--- src/hw/rtl/dss_pkg.sv ---
// ----------------------------------------------------------------------------
// dss_pkg
// shared types and codes for the dual stack shared memory block
// ----------------------------------------------------------------------------
package dss_pkg;

  localparam int DEPTH_DEF      = 1024;
  localparam int DATA_WIDTH_DEF = 32;

  localparam int CMD_W    = 2;
  localparam int VAL_W    = 32;
  localparam int STATUS_W = 2;
  localparam int SIZE_W   = 11;

  localparam logic [SIZE_W-1:0] SIZE_RESET = 11'd1024;

  localparam logic [CMD_W-1:0] CMD_PUSH = 2'd0;
  localparam logic [CMD_W-1:0] CMD_POP  = 2'd1;
  localparam logic [CMD_W-1:0] CMD_PEEK = 2'd2;

  localparam logic [STATUS_W-1:0] ST_OK    = 2'd0;
  localparam logic [STATUS_W-1:0] ST_FULL  = 2'd1;
  localparam logic [STATUS_W-1:0] ST_EMPTY = 2'd2;

  // controller to datapath
  typedef struct packed {
    logic capture;
    logic execute;
    logic load_rd;
  } dss_cmd_t;

  // datapath to controller
  typedef struct packed {
    logic needs_read;
  } dss_sts_t;

endpackage

--- src/hw/rtl/dss_ctrl.sv ---
// ----------------------------------------------------------------------------
// dss_ctrl
// sequencer: accept a request, execute it, and for a pop or peek that finds data wait for ram read data
// ----------------------------------------------------------------------------
module dss_ctrl (
  input  logic              clk,
  input  logic              rst_n,
  input  logic              in_valid,
  output logic              in_stall,
  output logic              out_valid,
  input  logic              out_stall,
  output dss_pkg::dss_cmd_t cmd,
  input  dss_pkg::dss_sts_t sts
);

  localparam logic [1:0] S_IDLE  = 2'd0;
  localparam logic [1:0] S_EXEC  = 2'd1;
  localparam logic [1:0] S_RDATA = 2'd2;

  logic [1:0] state_r, state_nxt;
  logic       out_valid_r, out_valid_nxt;
  logic       slot_free;
  logic       load_out;

  // result register is free or is being taken this cycle
  assign slot_free = !out_valid_r || !out_stall;

  always_comb begin
    state_nxt   = state_r;
    cmd.capture = 1'b0;
    cmd.execute = 1'b0;
    cmd.load_rd = 1'b0;
    load_out    = 1'b0;
    unique case (state_r)
      S_IDLE: begin
        if (in_valid) begin
          cmd.capture = 1'b1;
          state_nxt   = S_EXEC;
        end
      end
      S_EXEC: begin
        if (slot_free) begin
          cmd.execute = 1'b1;
          if (sts.needs_read) begin
            state_nxt = S_RDATA;
          end else begin
            load_out  = 1'b1;
            state_nxt = S_IDLE;
          end
        end
      end
      S_RDATA: begin
        cmd.load_rd = 1'b1;
        load_out    = 1'b1;
        state_nxt   = S_IDLE;
      end
      default: begin
        state_nxt = S_IDLE;
      end
    endcase
  end

  always_comb begin
    out_valid_nxt = out_valid_r;
    if (out_valid_r && !out_stall) begin
      out_valid_nxt = 1'b0;
    end
    if (load_out) begin
      out_valid_nxt = 1'b1;
    end
  end

  always_ff @(posedge clk) begin
    if (!rst_n) begin
      state_r     <= S_IDLE;
      out_valid_r <= 1'b0;
    end else begin
      state_r     <= state_nxt;
      out_valid_r <= out_valid_nxt;
    end
  end

  assign in_stall  = (state_r != S_IDLE);
  assign out_valid = out_valid_r;

endmodule

--- config.mk ---
export PLATFORM = sky130hd
export DESIGN_NAME = dss_ctrl
export DESIGN_NICKNAME = d
export VERILOG_FILES = /design/src/hw/rtl/dss_pkg.sv /design/src/hw/rtl/dss_ctrl.sv
export SDC_FILE = /design/constraint.sdc
export NUM_CORES = 1
export LEC_CHECK = 0
export BUFFER_PORTS_ARGS = -buffer_cell sky130_fd_sc_hd__buf_2
export CORE_AREA = 5 5 42 44
export CTS_BUF_LIST = sky130_fd_sc_hd__clkbuf_8
export CTS_CLUSTER_DIAMETER = 150
export DETAILED_ROUTE_END_ITERATION = 12
export DIE_AREA = 0 0 47 49
export PLACE_DENSITY = 0.38
export SLEW_MARGIN = 20
export SYNTH_ARGS = -nofsm -noshare
export SYNTH_HDL_FRONTEND = slang
export SYNTH_SLANG_ARGS = --single-unit
--- constraint.sdc ---
create_clock -name clk -period 1.3 [get_ports clk]
set_clock_uncertainty 0.05 [all_clocks]
set_input_delay 0.065 -clock clk [delete_from_list [all_inputs] [get_ports clk]]
set_output_delay 0.065 -clock clk [all_outputs]
set_load 0.005 [all_outputs]
======== Word level (Yosys, flattened, before mapping) ========
Index checks and enable logic that the tools add are counted.
word-level totals
  bits in registers ....................... 3
  output and inout port bits .............. 5
  word-level logic and storage cells ...... 28
operators by class
  equal/unequal tests ..................... 4
  muxes and demuxes ....................... 14
  reductions and logical operators ........ 8
operators with widths
  kind                  number
  $mux W1               9
  $mux W2               3
  $ne A2 B2 Y1 const B  2
  $pmux W2 S2           1
  $reduce_bool A2 Y1    2
  $eq A2 B1 Y1 const B  1
  $eq A2 B2 Y1 const B  1
  $logic_not A1 Y1      2
  $logic_not A2 Y1      1
  $pmux W1 S2           1
  $reduce_and A2 Y1     1
  $logic_and A1 B1 Y1   1
  $logic_or A1 B1 Y1    1

======== Depth between registers and ports, before layout ========
Gate-level depths: netlist of the first run.
  depth after elaboration ................. 5
  gate-level depth with buffers ........... 5
  depth with buffers taken out ............ 5

======== Worst setup path before layout of the first run ========
OpenSTA, ideal clock, no wires.
  path type ............................... flip-flop to flip-flop
  start point ............................. reg state_r[1]
  end point ............................... reg state_r[0]
  library setup time ...................... 0.125 ns
  arrival time ............................ 0.976 ns
  required time ........................... 1.125 ns
  setup slack ............................. 0.149 ns
  cell stages (with the launch flop) ...... 6
  period minus slack after synthesis ...... 1.151 ns
  path through ............................ dfxtp_1 inv_1 ha_1 and3_4 o211ai_1 o31ai_1
on the way
  longest elaborated chain between the ends .. 3
  elaborated cells on any way between the ends .. 6
  those cells by class .................... eq/ne: 3; mux: 1; reduce/logical: 2
RTL lines
  element                                           RTL line        text
  from (decl)                                       dss_ctrl.sv:20  logic [1:0] state_r, state_nxt;
  from (signal assigned)                            dss_ctrl.sv:78  state_r <= state_nxt;
  $eq A2 B1 Y1 or $logic_not A2 Y1 (tied branches)  dss_ctrl.sv:34  unique case (state_r)
  $ne A2 B2 Y1 (no line)                            n/a
  $reduce_and A2 Y1 (no line)                       n/a
Parallel ways exist; a longest one is shown, timed or not.
A chain may end at the register's enable or synchronous reset.

==> results of run 1 <==
## power breakdown
| part | switching (mW) | total [mW] | internal, mW |
|---|---|---|---|
| clock | 0.0548 | 0.255 | 0.200 |
| sequential | 0.00797 | 0.113 | 0.105 |
| combinational | 0.0484 | 0.105 | 0.0562 |
| total | 0.111 | 0.472 | 0.361 |
## worst register-to-register path: cells and delay by family (launching register included)
kind | cells | cell delay (ns)
buffers and inverters | 1 | 0.07
and+or+nand+nor | 2 | 0.32
DFF | 1 | 0.33
AOI/OAI and AO/OA | 1 | 0.16
adders and majority gates | 1 | 0.22
## area by class of cell
class	instances	area, um^2
clock buffers	3	41.3
clock inverters	1	3.75
fillers	164	1070
inverters	3	11.3
multi-input cells	18	151
flip-flops and latches	3	62.6
well taps	16	20.0
repair buffers	9	45.0
## metal layers
layer	GRT usage	routed length (um)	share of wire	vias to the layer above
met2	0.0747	218	0.45	10
met3	0.0443	49	0.10	0
met1	0.0460	216	0.45	90
met5	0	0	0	-
li1	-	-	-	110
met4	0.0276	0	0	0
## worst max-delay path by stage
| stage | slack [ns] | to | cells past startpoint | from |
|---|---|---|---|---|
| 2_1_floorplan | 0.15 | state_r[0] | 5 | state_r[1] |
| 3_3_place_gp | 0.07 | state_r[0] | 5 | state_r[1] |
| 3_5_place_dp | 0.04 | state_r[1] | 5 | state_r[0] |
| 4_1_cts | 0.005 | cmd[2] | 4 | state_r[0] |
| 5_1_grt | 0.01 | cmd[2] | 4 | state_r[0] |
| 6_report | 0.06 | cmd[2] | 4 | state_r[0] |
## layout by cell type, fill, tap and decap left out
master    netlist  layout
a21boi_0        1       1
a21boi_1        1       1
and2_1          1       1
and2_2          1       1
and3_4          1       1
buf_2           0       9
clkbuf_8        0       3
dfxtp_1         3       1
dfxtp_2         0       2
ha_1            4       4
inv_1           3       4
nand2_1         2       2
nand4b_1        1       1
nor2b_1         1       1
nor2b_4         1       1
o211ai_1        1       1
o21ai_0         2       2
o31ai_1         1       1
## registers in the layout, summed over array words and instances, names as in the netlist
signal	cells
out_valid	1
state_r	2
## Yosys cell counts
| cell | n |
|---|---|
| a21boi_0 | 1 |
| a21boi_1 | 1 |
| and2_1 | 1 |
| and2_2 | 1 |
| and3_4 | 1 |
| dfxtp_1 | 3 |
| ha_1 | 4 |
| inv_1 | 3 |
| nand2_1 | 2 |
| nand4b_1 | 1 |
| nor2b_1 | 1 |
| nor2b_4 | 1 |
| o211ai_1 | 1 |
| o21ai_0 | 2 |
| o31ai_1 | 1 |
## cell families (layout without fill, tap and decap cells)
logic type,Yosys count,in the layout,synth area share
and+or+nand+nor,8,8,0.275
AOI/OAI and AO/OA,6,6,0.180
buffers and inverters,3,16,0.0506
DFF,3,3,0.270
adders and majority gates,4,4,0.225
## metrics by stage
stage	cell area, um^2	util	setup WS (ns)	std cells
6_report	335	0.239	0.0591	53
4_1_cts	333	0.238	0.00487	53
3_3_place_gp	288	0.205	0.0701	49
5_1_grt	335	0.239	0.0101	53
3_5_place_dp	288	0.205	0.0436	49
2_1_floorplan	223	-	0.149	24
==> impl_metrics.ini, run 1 <==
[run_status]
status = finished, final reports clean

[global_route]
grt-ovfl-total = 0
grt_pass1_vias = 213
grt_pass1_wl_um = 786
antenna_found_initial = 0
grtUsageTotal = 0.0506
grt_max_degree = 5

[worst_setup_path]
critical_path.top_delay_family = flip-flops
crit_path_end_kind = output port
critPathLaunchType = flop
worst-path-buf-inv = 2
max_stage_delay_ns = 0.33
r2r_end = state_r[1]
rr_startpoint = state_r[0]
cpMaxStageDelayCell = dfxtp_2
cp.required_ns = 1.19
crit_type = reg -> out
crit_chain = inv_1, ha_1, and2_2, buf_2
worst_ep_arrival_time_ns = 1.13
crit_fanout = 3
ff2ff_path_depth = 5
r2r_slack_ns = 0.06

[power]
total_power_uw = 472
powerDensity_mw_per_mm2 = 1410
vdd_drop_max_uv = 716
p_leak_nw = 0.165

[clock_network]
clockRootBuffer = clkbuf_8
post_cts_resized = 0
clkTransAtPathRegs_ns = 0.03
insertion_delay_ns = 0.21
cts_buffers = 3
htreeDepth = 1
cts_buffer_depth = 2
cts-hold-fix-buffers = 0
cts_num_sinks = 3
cts_setup_buffers = 0
cts_tree = built

[route]
finalWirelength_um = 484
drt_first_pass_iters = 4
drtIter0Drc = 3
ant_nets = 0
vias_per_cell = 3.96
drc = 0
wl_per_cell_um = 9.13
vias = 210

[layout]
finalNetCount = 47
layout-drive-gt1-share = 0.459
n_antenna_cell = 0
synthToLayoutAreaGrowth_pct = 50.6

[floorplanning]
core_area_mm2 = 0.00140
ios = 10
start_util = 0.159
dieWidth_um = 47
rows = 14
dieArea_mm2 = 0.00230
die_h_um = 49

[yosys]
synth_area_leaders = dfxtp_1, ha_1, nor2b_4
synth_nets = 33
synth.avg_cell_area_um2 = 9.28
ys_ff_latch = 3
ys_seq_area_frac = 0.270
synth_cell_type_count = 15
netlist_area_um2 = 223
synth_top_area_share = 0.270
synth_area_leader_cell = dfxtp_1
yosysWarnings = 0
synth_cells = 24

[job]
maxCapViolations = 0

[place]
gp_congestion = 0.681
portBuffers = 9

[sta]
finalMaxSlewViolations = 0
fin_crit_sh = 0.955
fin_crit_ns = 1.24
tightestPinTransition_ns = 0.192
relSlewSlack = 0.871
finalHoldViolations = 0
setup_viol = 0
holdWs_ns = 0.0851
setup-tns-final_ns = 0
rsz0062_at_grt = false
max_clock_freq_mhz = 806

[hold_path]
min_from = rst_n
min_path_cells = 3
hold_path.class = in -> reg
min_to = state_r[0]
(Power assumes the default switching activity.)
==> run 2, diff against run 1 <==
--- a/config.mk
+++ b/config.mk
@@ -5,7 +5,7 @@
 export SDC_FILE = /design/constraint.sdc
 export NUM_CORES = 1
 export LEC_CHECK = 0
-export BUFFER_PORTS_ARGS = -buffer_cell sky130_fd_sc_hd__buf_2
+export BUFFER_PORTS_ARGS = -buffer_cell sky130_fd_sc_hd__buf_4
 export CORE_AREA = 5 5 42 44
 export CTS_BUF_LIST = sky130_fd_sc_hd__clkbuf_8
 export CTS_CLUSTER_DIAMETER = 150
==> run 2 against run 1 <==
  * Largest power group unchanged
  * Worst setup slack better by 0.019 ns
  * Die area stayed put
  * Sequential share of layout area is 1.4 points lower
  * Cell area is 8.2% higher
  * Highest routed layer is now met4
  * Flip-flop and latch count stayed put
  * Clock-buffer cell count stayed put
  * Combinational power is 17% higher
==> impl_metrics.ini, run 2 (same netlist as run 1, synthesis figures left out) <==
[global_route]
grt_max_degree = 5
grt_pass1_wl_um = 931
antenna_found_initial = 0
grtUsageTotal = 0.0655
grt_pass1_vias = 227
grt-ovfl-total = 0

[worst_setup_path]
worst_ep_arrival_time_ns = 1.11
crit_chain = inv_1, ha_2, and2_2, buf_4
cp.required_ns = 1.19
max_stage_delay_ns = 0.33
cpMaxStageDelayCell = dfxtp_2
crit_path_end_kind = output port
critical_path.top_delay_family = flip-flops
worst-path-buf-inv = 2
critPathLaunchType = flop
crit_fanout = 3
crit_type = reg -> out

[layout]
largest_reg_flops = 2
n_antenna_cell = 0
fin_util = 0.259
finalNetCount = 47
synthToLayoutAreaGrowth_pct = 62.9
regMostFlops = state_r
layout-drive-gt1-share = 0.541
final_area_um2 = 363
mostFrequentLayoutCells = buf_4, inv_1, clkbuf_8
layout_commonest_cell = buf_4

[floorplanning]
core_area_mm2 = 0.00140
start_util = 0.159
dieWidth_um = 47
rows = 14
ios = 10
die_h_um = 49
dieArea_mm2 = 0.00230

[clock_network]
cts_num_sinks = 3
clkTransAtPathRegs_ns = 0.03
cts_buffer_depth = 2
cts_tree = built
cts_buffers = 3
cts_setup_buffers = 0
insertion_delay_ns = 0.22
htreeDepth = 1
clockRootBuffer = clkbuf_8

[route]
ant_nets = 0
vias_per_cell = 4.06
wl_per_cell_um = 10.1
drc = 0
vias = 215
finalWirelength_um = 534
drtIter0Drc = 3
drt_first_pass_iters = 4

[sta]
tightestPinTransition_ns = 0.190
fin_crit_ns = 1.22
fin_crit_sh = 0.940
setup-tns-final_ns = 0
relSlewSlack = 0.872
setup_viol = 0
max_clock_freq_mhz = 818
finalMaxSlewViolations = 0
rsz0062_at_grt = false
finalHoldViolations = 0

[power]
p_comb_frac = 0.245
clock_power_share = 0.530
power_frac_seq = 0.224
p_leak_nw = 0.168
swShare = 0.247
powerDensity_mw_per_mm2 = 1390
p_switching_uw = 124
p_int_uw = 379
vdd_drop_max_uv = 472

[job]
maxCapViolations = 0

[place]
gp_congestion = 0.664
portBuffers = 9
place_area_um2 = 310

[hold_path]
hold_path.class = in -> reg

[run_status]
status = finished, final reports clean
## run 2: worst register-to-register path, cell delays in order, from the launching register on
cell and delay [ns]:
dfxtp_2 0.34, inv_2 0.06, ha_2 0.18, and3_4 0.17, o211ai_1 0.15, o31ai_1 0.09
## run 2: layer usage
metal  vias to the layer above  GRT usage  routed length (um)
li1                        107          -                   -
met1                        95     0.0615                 212
met2                         9     0.0747                 220
met3                         4     0.0738                  68
met4                         0     0.0553                  33
met5                         -          0                   0
## run 2: area by class of cell
type / count / area (um^2)
Tap cell: 16 / 20.0
Inverter: 3 / 11.3
Sequential cell: 3 / 62.6
Multi-Input combinational cell: 18 / 156
Timing Repair Buffer: 9 / 67.6
Clock inverter: 1 / 3.75
Fill cell: 155 / 1040
Clock buffer: 3 / 41.3
## run 2: what timing repair did
action / CTS / global route
resized for setup: 1 / 4
hold buffers: 0 / 0
setup endpoints to repair: 1 / 3
pin swaps: 0 / 0
## run 2: worst paths after layout
path	slack [ns]	depth (start not counted)	end	from
worst max-delay path	0.08	4	cmd[2]	state_r[0]
worst min register to register	0.45	2	state_r[1]	state_r[1]
worst max register to register	0.13	5	state_r[0]	state_r[1]
worst min-delay path	0.06	2	state_r[1]	rst_n
## run 2: power by group through the flow
stage | combinational (mW) | clock, mW | sequential [mW]
2_1_floorplan | 0.0671 | 0 | 0.110
3_3_place_gp | 0.125 | 0 | 0.111
3_5_place_dp | 0.124 | 0 | 0.111
4_1_cts | 0.126 | 0.276 | 0.110
5_1_grt | 0.143 | 0.283 | 0.115
6_report | 0.123 | 0.267 | 0.113
## run 2: through the flow
stage | worst slack [ns] | power (mW) | hold WS, ns | std cells
5_1_grt | 0.0151 | 0.541 | 0.0649 | 53
3_3_place_gp | 0.0284 | 0.235 | 0.284 | 49
2_1_floorplan | 0.149 | 0.177 | 0.161 | 24
4_1_cts | 0.0166 | 0.512 | 0.0622 | 53
3_5_place_dp | 0.0372 | 0.235 | 0.291 | 49
6_report | 0.0782 | 0.503 | 0.0638 | 53
==> run 3, diff against run 2 <==
--- a/config.mk
+++ b/config.mk
@@ -5,13 +5,14 @@
 export SDC_FILE = /design/constraint.sdc
 export NUM_CORES = 1
 export LEC_CHECK = 0
+export ABC_AREA = 1
 export BUFFER_PORTS_ARGS = -buffer_cell sky130_fd_sc_hd__buf_4
 export CORE_AREA = 5 5 42 44
 export CTS_BUF_LIST = sky130_fd_sc_hd__clkbuf_8
 export CTS_CLUSTER_DIAMETER = 150
 export DETAILED_ROUTE_END_ITERATION = 12
 export DIE_AREA = 0 0 47 49
-export PLACE_DENSITY = 0.38
+export PLACE_DENSITY = 0.39
 export SLEW_MARGIN = 20
 export SYNTH_ARGS = -nofsm -noshare
 export SYNTH_HDL_FRONTEND = slang
==> run 3 against run 2 <==
  * Register-to-register slack about the same
  * Largest power group unchanged
  * Power down 2.9%
  * Largest cell class unchanged
  * Highest routed layer is now met3
  * Cell count up 17%
==> impl_metrics.ini, run 3 <==
[route]
ant_nets = 0
drc = 0
vias = 230
vias_per_cell = 3.71
finalWirelength_um = 496
wl_per_cell_um = 8.00
drt_first_pass_iters = 3
drtIter0Drc = 3

[clock_network]
cts_buffer_depth = 2
cts_setup_buffers = 0
htreeDepth = 1
cts_buffers = 3
clockRootBuffer = clkbuf_8
clkTransAtPathRegs_ns = 0.03
cts_tree = built
cts_num_sinks = 3
insertion_delay_ns = 0.21

[worst_setup_path]
crit_fanout = 3
crit_path_end_kind = output port
r2r_end = state_r[0]
worst_ep_arrival_time_ns = 1.12
crit_type = reg -> out
r2r_slack_ns = 0.13
crit_chain = inv_1, ha_2, inv_2, a21oi_2, buf_4
ff2ff_path_depth = 7
crit_end = cmd[1]
crit_start = state_r[1]
cp.required_ns = 1.19
rr_startpoint = state_r[1]
cpMaxStageDelayCell = dfxtp_1
max_stage_delay_ns = 0.30
critPathLaunchType = flop

[layout]
largest_reg_flops = 2
layoutNonFillerInstCount = 62
regMostFlops = state_r
mostFrequentLayoutCells = inv_1, buf_4
layout-drive-gt1-share = 0.500
fin_util = 0.275
n_antenna_cell = 0
finalNetCount = 56
synthToLayoutAreaGrowth_pct = 59.6

[job]
maxCapViolations = 0

[global_route]
grt-ovfl-total = 0
grt_pass1_wl_um = 855
grt_max_degree = 4
grtUsageTotal = 0.0513
grt_pass1_vias = 227
antenna_found_initial = 0

[yosys]
netlist_top_cells_count = inv_1, ha_1, dfxtp_1, nand2_1, nand2_2
synthFlopType = dfxtp_1
ys_seq_area_frac = 0.249
yosysWarnings = 0
synth.most_common_cell = inv_1
ys_async_sr_fraction = 0
synth_area_leader_cell = dfxtp_1
synth_area_leaders = dfxtp_1, ha_1, inv_1
synth_edf_count = 0
synth.avg_cell_area_um2 = 7.55
synth_top_area_share = 0.249
synth_cell_type_count = 13
ys_ff_latch = 3
synth_cells = 32
synth_nets = 41
netlist_area_um2 = 241

[power]
p_leak_nw = 0.202
powerDensity_mw_per_mm2 = 1270
vdd_drop_max_uv = 437

[floorplanning]
die_h_um = 49
rows = 14
dieArea_mm2 = 0.00230
dieWidth_um = 47
ios = 10
start_util = 0.172
core_area_mm2 = 0.00140

[sta]
setup_viol = 0
tightestPinTransition_ns = 0.151
finalMaxSlewViolations = 0
max_clock_freq_mhz = 813
fin_crit_ns = 1.23
setup-tns-final_ns = 0
finalHoldViolations = 0
fin_crit_sh = 0.946
relSlewSlack = 0.899

[place]
dpl.hpwl_um = 430
gp_congestion = 0.672
portBuffers = 9
place_inst = 58

[hold_path]
min_path_cells = 3
hold_path.class = in -> reg

[run_status]
status = finished, final reports clean
## run 3: cell count changes in the layout (fill, tap and decap cells not counted), moves of 2 or more
| cell | change |
|---|---|
| inv_1 | +7 |
| nand2_2 | +3 |
| a21oi_2 | +2 |
| nand3_1 | +2 |
| o21ai_0 | -2 |
## run 3: cell type report
| cell class | count | area [um^2] |
|---|---|---|
| Clock inverter | 1 | 3.75 |
| Timing Repair Buffer | 10 | 75.1 |
| Tap cell | 16 | 20.0 |
| Inverter | 10 | 37.5 |
| Fill cell | 173 | 1020 |
| Sequential cell | 3 | 61.3 |
| Multi-Input combinational cell | 19 | 146 |
| Clock buffer | 3 | 41.3 |
## run 3: critical path, delay by kind of cell (launching register included)
kind	cells	cell delay, ns
compound gates	1	0.12
fa+ha+maj	1	0.20
buf+inv	3	0.29
flops	1	0.30
## run 3: metal layers
metal | vias up | global-route usage | share of wire
met5 | - | 0 | 0
met1 | 101 | 0.0568 | 0.40
met3 | 0 | 0.0332 | 0.081
met4 | 0 | 0.0138 | 0
met2 | 6 | 0.0792 | 0.52
li1 | 123 | - | -
## run 3: through the flow
stage	hold slack, ns	total power [mW]	instance area, um^2	setup slack (ns)
2_1_floorplan	0.124	0.182	241	0.191
4_1_cts	0.0484	0.498	382	0.0527
5_1_grt	0.0634	0.531	385	-0.0175
3_5_place_dp	0.268	0.234	337	0.104
6_report	0.0433	0.489	385	0.0698
3_3_place_gp	0.251	0.236	337	0.119
## run 3: power by group
group	leakage, nW	switching, mW	internal, mW
registers	0.0248	0.00690	0.102
clock network	0.0269	0.0555	0.200
logic	0.150	0.0624	0.0613
total	0.202	0.125	0.364
## run 3: cell families after synthesis
family                     synth area share
DFF                                   0.249
buffers and inverters                 0.155
adders and majority gates             0.207
and+or+nand+nor                       0.207
AOI/OAI and AO/OA                     0.181
## run 3: worst min-delay path by stage
| stage | start | slack, ns | to |
|---|---|---|---|
| floorplan | out_stall | 0.12 | cmd[1] |
| global placement | rst_n | 0.25 | state_r[0] |
| detailed placement | rst_n | 0.27 | state_r[0] |
| CTS | rst_n | 0.05 | state_r[0] |
| global route | rst_n | 0.06 | state_r[0] |
| finish | rst_n | 0.04 | state_r[0] |
## run 3: what timing repair did
item,CTS,global route
setup endpoints to repair,0,1
hold buffers,0,0
resized for setup,0,2
